### src/hw/rtl/bcss_pkg.sv
// Shared widths, constants and register map of the batched C-SCAN seek scheduler.
package bcss_pkg;

	localparam int TRACK_W = 12;
	localparam int TOTAL_W = 32;
	localparam int PADDR_W = 3;
	localparam int PDATA_W = 32;

	localparam logic [TRACK_W-1:0] END_TRACK_RESET = 12'd200;
	localparam logic [TOTAL_W-1:0] TOTAL_MAX = '1;

	// Register index, taken from paddr[2].
	localparam logic REG_END_TRACK = 1'b0;

endpackage

### src/hw/rtl/bcss_if.sv
// Request and result channel interfaces of the seek scheduler.
interface bcss_req_if;
	logic valid;
	logic ready;
	logic [bcss_pkg::TRACK_W-1:0] track;
	logic last_in_batch;

	modport source(output valid, output track, output last_in_batch, input ready);
	modport sink(input valid, input track, input last_in_batch, output ready);
endinterface

interface bcss_res_if;
	logic valid;
	logic ready;
	logic [bcss_pkg::TRACK_W-1:0] distance;
	logic [bcss_pkg::TOTAL_W-1:0] total_seek;
	logic last_of_batch;
	logic rejected;

	modport source(output valid, output distance, output total_seek, output last_of_batch,
		output rejected, input ready);
	modport sink(input valid, input distance, input total_seek, input last_of_batch,
		input rejected, output ready);
endinterface

### src/hw/rtl/batched_cscan_seek_scheduler.sv
// Top level of the batched C-SCAN seek scheduler.
// A request that does not close a batch is stored, or rejected with a result. A closing request
// starts a sweep: for n stored tracks with k distinct values the stored batch is scanned k times
// through the single RAM read port, and each track served yields a result. No request is taken
// meanwhile.
// Reset clears the batch count, head, seek total and output valid flag; end_track returns to 200.
module batched_cscan_seek_scheduler #(
	parameter int BATCH_DEPTH = 64
) (
	input  logic                         clk,
	input  logic                         arst_n,
	bcss_req_if.sink                     req,
	bcss_res_if.source                   res,
	input  logic                         psel,
	input  logic                         penable,
	input  logic                         pwrite,
	input  logic [bcss_pkg::PADDR_W-1:0] paddr,
	input  logic [bcss_pkg::PDATA_W-1:0] pwdata,
	output logic [bcss_pkg::PDATA_W-1:0] prdata,
	output logic                         pready
);

	localparam int AW = $clog2(BATCH_DEPTH);
	localparam int CW = $clog2(BATCH_DEPTH + 1);
	localparam int TW = bcss_pkg::TRACK_W;
	localparam int SW = bcss_pkg::TOTAL_W;

	typedef enum logic [1:0] {
		ST_IDLE,
		ST_SCAN,
		ST_EMIT,
		ST_TAIL
	} state_t;

	state_t state_q;

	logic [TW-1:0] end_track_q;
	logic [CW-1:0] count_q;
	logic [TW-1:0] head_q;
	logic [SW-1:0] total_q;

	logic [CW-1:0] n_q;
	logic [CW-1:0] rd_idx_q;
	logic          issue_s1;
	logic [TW-1:0] prev_q;
	logic          have_prev_q;
	logic [TW-1:0] min_q;
	logic          found_q;
	logic [CW-1:0] cnt_q;
	logic [CW-1:0] served_q;
	logic [TW-1:0] dist_q;
	logic          rej_q;

	logic          res_valid_q;
	logic [TW-1:0] res_distance_q;
	logic [SW-1:0] res_total_q;
	logic          res_last_q;
	logic          res_rej_q;

	logic          res_free;
	logic          req_acc;
	logic          req_rej;
	logic          ram_we;
	logic [TW-1:0] ram_rdata;
	logic          rd_issue;
	logic          cand;
	logic [TW-1:0] step_dist;
	logic [TW-1:0] tail_dist;
	logic [TW-1:0] addend;
	logic [SW:0]   sum_raw;
	logic [SW-1:0] sum_sat;
	logic          cfg_wr;

	// Configuration port.
	assign pready = 1'b1;
	assign cfg_wr = psel && penable && pwrite && (paddr[2] == bcss_pkg::REG_END_TRACK);

	always_ff @(posedge clk or negedge arst_n) begin
		if (!arst_n) begin
			end_track_q <= bcss_pkg::END_TRACK_RESET;
		end else if (cfg_wr) begin
			end_track_q <= pwdata[TW-1:0];
		end
	end

	always_comb begin
		prdata = '0;
		if (paddr[2] == bcss_pkg::REG_END_TRACK) begin
			prdata = {{(bcss_pkg::PDATA_W - TW){1'b0}}, end_track_q};
		end
	end

	// Handshake and request decode.
	assign res_free  = !res_valid_q || res.ready;
	assign req.ready = (state_q == ST_IDLE) && res_free;
	assign req_acc   = req.valid && req.ready;
	assign req_rej   = (req.track > end_track_q) || (count_q == CW'(BATCH_DEPTH));
	assign ram_we    = req_acc && !req_rej;
	assign rd_issue  = (state_q == ST_SCAN) && (rd_idx_q < n_q);

	bcss_ram #(
		.WIDTH(TW),
		.DEPTH(BATCH_DEPTH)
	) u_store (
		.clk  (clk),
		.we   (ram_we),
		.waddr(count_q[AW-1:0]),
		.wdata(req.track),
		.raddr(rd_idx_q[AW-1:0]),
		.rdata(ram_rdata)
	);

	// Each scan looks for the smallest stored track above the last one served.
	assign cand = !have_prev_q || (ram_rdata > prev_q);

	// The shared saturating adder serves both the step distance and the sweep tail.
	assign step_dist = min_q - head_q;
	assign tail_dist = (end_track_q > head_q) ? (end_track_q - head_q) : '0;
	assign addend    = (state_q == ST_TAIL) ? tail_dist : step_dist;
	assign sum_raw   = {1'b0, total_q} + {{(SW + 1 - TW){1'b0}}, addend};
	assign sum_sat   = sum_raw[SW] ? bcss_pkg::TOTAL_MAX : sum_raw[SW-1:0];

	always_ff @(posedge clk or negedge arst_n) begin
		if (!arst_n) begin
			state_q     <= ST_IDLE;
			count_q     <= '0;
			head_q      <= '0;
			total_q     <= '0;
			n_q         <= '0;
			rd_idx_q    <= '0;
			issue_s1    <= 1'b0;
			have_prev_q <= 1'b0;
			found_q     <= 1'b0;
			cnt_q       <= '0;
			served_q    <= '0;
			rej_q       <= 1'b0;
			res_valid_q <= 1'b0;
		end else begin
			if (res.ready) begin
				res_valid_q <= 1'b0;
			end
			case (state_q)
				ST_IDLE: begin
					if (req_acc) begin
						if (!req_rej) begin
							count_q <= count_q + CW'(1);
						end
						if (!req.last_in_batch) begin
							if (req_rej) begin
								res_valid_q    <= 1'b1;
								res_distance_q <= '0;
								res_total_q    <= total_q;
								res_last_q     <= 1'b0;
								res_rej_q      <= 1'b1;
							end
						end else begin
							rej_q       <= req_rej;
							n_q         <= count_q + CW'(!req_rej);
							rd_idx_q    <= '0;
							issue_s1    <= 1'b0;
							have_prev_q <= 1'b0;
							found_q     <= 1'b0;
							served_q    <= '0;
							dist_q      <= '0;
							if ((count_q + CW'(!req_rej)) == '0) begin
								state_q <= ST_TAIL;
							end else begin
								state_q <= ST_SCAN;
							end
						end
					end
				end
				ST_SCAN: begin
					issue_s1 <= rd_issue;
					if (rd_issue) begin
						rd_idx_q <= rd_idx_q + CW'(1);
					end
					if (issue_s1 && cand) begin
						if (!found_q || (ram_rdata < min_q)) begin
							min_q   <= ram_rdata;
							cnt_q   <= CW'(1);
							found_q <= 1'b1;
						end else if (ram_rdata == min_q) begin
							cnt_q <= cnt_q + CW'(1);
						end
					end
					if (!rd_issue && !issue_s1) begin
						state_q <= ST_EMIT;
					end
				end
				ST_EMIT: begin
					if (res_free) begin
						head_q   <= min_q;
						total_q  <= sum_sat;
						served_q <= served_q + CW'(1);
						cnt_q    <= cnt_q - CW'(1);
						if ((served_q + CW'(1)) == n_q) begin
							dist_q  <= step_dist;
							state_q <= ST_TAIL;
						end else begin
							res_valid_q    <= 1'b1;
							res_distance_q <= step_dist;
							res_total_q    <= sum_sat;
							res_last_q     <= 1'b0;
							res_rej_q      <= 1'b0;
							if (cnt_q == CW'(1)) begin
								prev_q      <= min_q;
								have_prev_q <= 1'b1;
								rd_idx_q    <= '0;
								issue_s1    <= 1'b0;
								found_q     <= 1'b0;
								state_q     <= ST_SCAN;
							end
						end
					end
				end
				ST_TAIL: begin
					if (res_free) begin
						total_q        <= sum_sat;
						res_valid_q    <= 1'b1;
						res_distance_q <= dist_q;
						res_total_q    <= sum_sat;
						res_last_q     <= 1'b1;
						res_rej_q      <= rej_q;
						head_q         <= '0;
						count_q        <= '0;
						state_q        <= ST_IDLE;
					end
				end
				default: begin
					state_q <= ST_IDLE;
				end
			endcase
		end
	end

	assign res.valid         = res_valid_q;
	assign res.distance      = res_distance_q;
	assign res.total_seek    = res_total_q;
	assign res.last_of_batch = res_last_q;
	assign res.rejected      = res_rej_q;

	a_count_bound: assert property (@(posedge clk) disable iff (!arst_n)
		count_q <= CW'(BATCH_DEPTH))
		else $error("batch count exceeds the store depth");

	a_busy_not_ready: assert property (@(posedge clk) disable iff (!arst_n)
		(state_q != ST_IDLE) |-> !req.ready)
		else $error("request taken while a sweep is running");

	a_emit_has_min: assert property (@(posedge clk) disable iff (!arst_n)
		(state_q == ST_EMIT) |-> (found_q && (cnt_q != '0) && (served_q < n_q)))
		else $error("serving without a pending minimum");

	a_tail_clears: assert property (@(posedge clk) disable iff (!arst_n)
		(state_q == ST_TAIL && res_free) |=> (count_q == '0 && head_q == '0 && res_valid_q
			&& res_last_q))
		else $error("sweep end did not clear the batch and head");

	a_total_monotonic: assert property (@(posedge clk) disable iff (!arst_n)
		(state_q == ST_EMIT || state_q == ST_TAIL) |=> (total_q >= $past(total_q)))
		else $error("seek total decreased");

endmodule

### src/hw/rtl/bcss_ram.sv
// Generic single-write, single-read RAM with registered read data.
module bcss_ram #(
	parameter int WIDTH = 12,
	parameter int DEPTH = 64
) (
	input  logic                     clk,
	input  logic                     we,
	input  logic [$clog2(DEPTH)-1:0] waddr,
	input  logic [WIDTH-1:0]         wdata,
	input  logic [$clog2(DEPTH)-1:0] raddr,
	output logic [WIDTH-1:0]         rdata
);

	logic [WIDTH-1:0] mem_q [DEPTH];
	logic [WIDTH-1:0] rdata_q;

	always_ff @(posedge clk) begin
		if (we) begin
			mem_q[waddr] <= wdata;
		end
		rdata_q <= mem_q[raddr];
	end

	assign rdata = rdata_q;

endmodule
### src/flat_wrapper.sv
// flat-port wrapper written by rule: the top's interface ports become plain ports
module batched_cscan_seek_scheduler_flat 
#(
	parameter int BATCH_DEPTH = 64
)
  (clk, arst_n, psel, penable, pwrite, paddr, pwdata, prdata, pready, req_valid, req_track, req_last_in_batch, req_ready, res_valid, res_distance, res_total_seek, res_last_of_batch, res_rejected, res_ready);
  bcss_req_if req_i ();
  bcss_res_if res_i ();
  input  logic clk;
  input  logic arst_n;
  input  logic psel;
  input  logic penable;
  input  logic pwrite;
  input  logic [bcss_pkg::PADDR_W-1:0] paddr;
  input  logic [bcss_pkg::PDATA_W-1:0] pwdata;
  output logic [bcss_pkg::PDATA_W-1:0] prdata;
  output logic pready;
  input wire logic [$bits(req_i.valid)-1:0] req_valid;
  input wire logic [$bits(req_i.track)-1:0] req_track;
  input wire logic [$bits(req_i.last_in_batch)-1:0] req_last_in_batch;
  output wire logic [$bits(req_i.ready)-1:0] req_ready;
  output wire logic [$bits(res_i.valid)-1:0] res_valid;
  output wire logic [$bits(res_i.distance)-1:0] res_distance;
  output wire logic [$bits(res_i.total_seek)-1:0] res_total_seek;
  output wire logic [$bits(res_i.last_of_batch)-1:0] res_last_of_batch;
  output wire logic [$bits(res_i.rejected)-1:0] res_rejected;
  input wire logic [$bits(res_i.ready)-1:0] res_ready;
  assign req_i.valid = req_valid;
  assign req_i.track = req_track;
  assign req_i.last_in_batch = req_last_in_batch;
  assign req_ready = req_i.ready;
  assign res_valid = res_i.valid;
  assign res_distance = res_i.distance;
  assign res_total_seek = res_i.total_seek;
  assign res_last_of_batch = res_i.last_of_batch;
  assign res_rejected = res_i.rejected;
  assign res_i.ready = res_ready;
  batched_cscan_seek_scheduler #(.BATCH_DEPTH(BATCH_DEPTH)) u_core (.clk(clk), .arst_n(arst_n), .req(req_i), .res(res_i), .psel(psel), .penable(penable), .pwrite(pwrite), .paddr(paddr), .pwdata(pwdata), .prdata(prdata), .pready(pready));
endmodule
### config.mk
export PLATFORM = sky130hd
export DESIGN_NAME = batched_cscan_seek_scheduler_flat
export DESIGN_NICKNAME = d
export VERILOG_FILES = /design/src/hw/rtl/bcss_pkg.sv /design/src/hw/rtl/bcss_if.sv /design/src/hw/rtl/batched_cscan_seek_scheduler.sv /design/src/hw/rtl/bcss_ram.sv /design/src/flat_wrapper.sv
export SDC_FILE = /design/constraint.sdc
export NUM_CORES = 1
export LEC_CHECK = 0
export ABC_CLOCK_PERIOD_IN_PS = 6630
export BUFFER_PORTS_ARGS = -buffer_cell sky130_fd_sc_hd__buf_4
export CAP_MARGIN = 20
export CORE_UTILIZATION = 40
export CTS_CLUSTER_SIZE = 30
export DETAILED_ROUTE_END_ITERATION = 8
export GPL_TIMING_DRIVEN = 0
export PLACE_DENSITY = 0.61
export SYNTH_ARGS = -nofsm -noshare
export SYNTH_HDL_FRONTEND = slang
export SYNTH_SLANG_ARGS = --single-unit
export TNS_END_PERCENT = 50
### constraint.sdc
create_clock -name clk -period 6.63 [get_ports clk]
set_input_delay 1.326 -clock clk [delete_from_list [all_inputs] [get_ports clk]]
set_output_delay 1.326 -clock clk [all_outputs]
set_load 0.02 [all_outputs]
==> results.json <==
{
  "synthSimpleGateAreaFrac": 0.0520,
  "postCtsSetupRepairBufs": 0,
  "rows": 116,
  "num-fill-cells": 8505,
  "leakage_nw": 16.4,
  "netlist_area_mm2": 0.0407,
  "grt_max_degree": 66,
  "antenna_found_initial": 2,
  "synthTopCellsByArea": "edfxtp_1, mux4_2, dfrtp_1",
  "min_period_ps": 5980,
  "cts_buffer_depth": 3,
  "yosysTopAreaCell": "edfxtp_1",
  "ir_drop_v": 0.000249,
  "synth_top_family_by_area": "multiplexers",
  "yosys_warnings": 0,
  "cts_resized": 0,
  "dr.pass1.iters": 7,
  "pre_cts_ws_ps": 486,
  "crit_type": "reg -> reg",
  "layout_commonest_cell": "edfxtp_1",
  "crit_chain": "inv_1, ha_1, fa_1, nor2b_1, o31ai_1, a211oi_1, o31ai_1, nand2b_1, nand3_1, clkbuf_1, o21ai_1, ha_1, o211ai_1, o211ai_1, a41oi_1, o21ai_1, nand2_1, nor3_1, mux2_1",
  "slowest_delay_ps": 560,
  "die_h_um": 321,
  "ios": 136,
  "core-area_mm2": 0.100,
  "clk_pin_slew_ps": 60,
  "drive_gt1_frac": 0.246,
  "avgViaCountPerCell": 5.58,
  "finClkSkew_ps": 49.1,
  "diodes": 0,
  "mostFrequentLayoutCells": "edfxtp_1, mux4_2, buf_4, nor2_1, nand2_1",
  "root_buffer": "clkbuf_16",
  "routedWlPerCell_um": 24.9,
  "synth_top_area_share": 0.627,
  "synth_compound_area_frac": 0.0452,
  "holdBufCountCts": 0,
  "setup_ws_ps": 652,
  "synth-seq-cells": 960,
  "synth-edff-count": 850,
  "num_vias": 22582,
  "first_iter_violations": 2305,
  "fin_area_mm2": 0.0472,
  "stdcell_count": 4044,
  "async_flop_share": 0.102,
  "largest_register": "u_core.u_store.mem_q",
  "slew_violations": 0,
  "htreeDepth": 3,
  "worst-slew-pin-transition_ps": 1070,
  "fmax_mhz": 167,
  "ys_seq_area_frac": 0.693,
  "die_w_um": 321,
  "largest_reg_flops": 768,
  "synthAdderAreaFrac": 0.0279,
  "endpoint_kind": "flip-flop",
  "drc": 0,
  "cp_top_family": "compound AO/OA/AOI/OAI gates",
  "critPathLaunchType": "flip-flop",
  "synth_mux_area_frac": 0.149,
  "gp_congestion": 0.883,
  "path_max_fanout": 10,
  "synthCells": 2326,
  "gr-total-overflow": 0,
  "final_nets": 2752,
  "grt_pass1_vias": 22756,
  "grt.total_usage": 0.197,
  "max-cap-violations": 0,
  "cp.required_ps": 7060,
  "setup_viol": 0,
  "hold_slack_ps": 468,
  "synth_xor_area_frac": 0.00839,
  "slowest_stage": "o21ai_1",
  "outcome": "completed",
  "hold_class": "reg -> reg",
  "postSynthAreaPerCell_um2": 17.5,
  "min_period_over_period": 0.902,
  "hpwl_um": 68200,
  "grt_pass1_wl_um": 149000,
  "place_area_mm2": 0.0437,
  "synth_ff_type": "edfxtp_1",
  "slew-limit-headroom": 0.290,
  "routed_wl_um": 101000,
  "rsz0062_at_grt": "false",
  "dieArea_mm2": 0.103,
  "insertion_delay_ps": 690,
  "postRouteAntennaNets": 0,
  "cts_made_buffers": 99,
  "p_per_area_mw_per_mm2": 361,
  "dp_cells": 3841,
  "synthDistinctLibCells": 77,
  "syn_to_final_growth_pct": 15.9,
  "cts_sinks": 960,
  "critical_path_arrival_ps": 6410,
  "port_buffers": 92,
  "cts_tree": "built",
  "initial_utilization": 0.405,
  "hold_viol": 0,
  "cp.buffers_inverters": 2
}
==> path summary, 6_finish.rpt <==
path | startpoint | end | slack [ps] | cells past startpoint
worst max-delay path | u_core.end_track_q[0]$_DFFE_PN0P_ | u_core.res.total_seek[29]$_DFFE_PP_ | 650 | 19
worst min-delay path | u_core.u_store.rdata[0]$_DFF_P_ | u_core.min_q[0]$_DFFE_PP_ | 470 | 0
worst max register to register | u_core.end_track_q[0]$_DFFE_PN0P_ | u_core.res.total_seek[29]$_DFFE_PP_ | 650 | 19
worst min register to register | u_core.u_store.rdata[0]$_DFF_P_ | u_core.min_q[0]$_DFFE_PP_ | 470 | 0
max in group asynchronous | arst_n | u_core.count_q[0]$_DFFE_PN0P_ | 5150 | 2
min in group asynchronous | arst_n | u_core.end_track_q[0]$_DFFE_PN0P_ | 710 | 1
==> per-layer routing <==
metal | part of all wire | vias to the layer above | global-route usage | wire length, um
li1 | - | 9823 | - | -
met1 | 0.42 | 11751 | 0.273 | 42600
met2 | 0.49 | 863 | 0.323 | 49000
met3 | 0.064 | 145 | 0.0295 | 6470
met4 | 0.026 | 0 | 0.0545 | 2670
met5 | 0 | - | 0 | 0
==> report_power, final <==
group	total [mW]	internal (mW)	switching, mW
clock	5.63	3.27	2.35
sequential	7.11	6.91	0.193
combinational	4.30	1.85	2.45
total	17.0	12.0	5.00
==> cells in the mapped netlist, types with 23 or more instances <==
cell and number:
clkbuf_1 69, nor2_1 159, inv_1 75, nand2_1 103
mux4_2 252, o21ai_0 42, a21oi_1 73, nand4_1 23
edfxtp_1 850, nand3_1 27, a31oi_1 24, buf_4 38
ha_1 86, dfrtp_1 95, xnor2_1 24
==> logic make-up after synthesis <==
logic type | Yosys count
xor gates and xnor gates | 39
adders and majority gates | 89
and+or+nand+nor | 445
DFF | 960
buffers and inverters | 216
AOI/OAI and AO/OA | 289
other | 2
muxes | 286
==> per-stage QoR <==
step / util / setup TNS (ps) / total power, mW
after floorplan: - / 0 / 10.1
after global placement: 0.430 / -85230 / 11.4
after detailed placement: 0.435 / 0 / 11.5
after CTS: 0.468 / 0 / 17.2
after global routing: 0.470 / 0 / 17.7
final: 0.470 / 0 / 17.0
==> final cells by class <==
type / count / area [um2] / share of cell area
plain buffers: 140 / 709 / 0.0150
clock buffers: 125 / 2620 / 0.0554
clock inverters: 55 / 663 / 0.0141
inverters: 76 / 285 / 0.00605
multi-input cells: 1169 / 11600 / 0.246
flip-flops and latches: 960 / 28200 / 0.598
well taps: 1357 / 1700 / 0.0360
repair buffers: 162 / 1360 / 0.0289
Note: power is estimated with default switching activity, not from simulation.
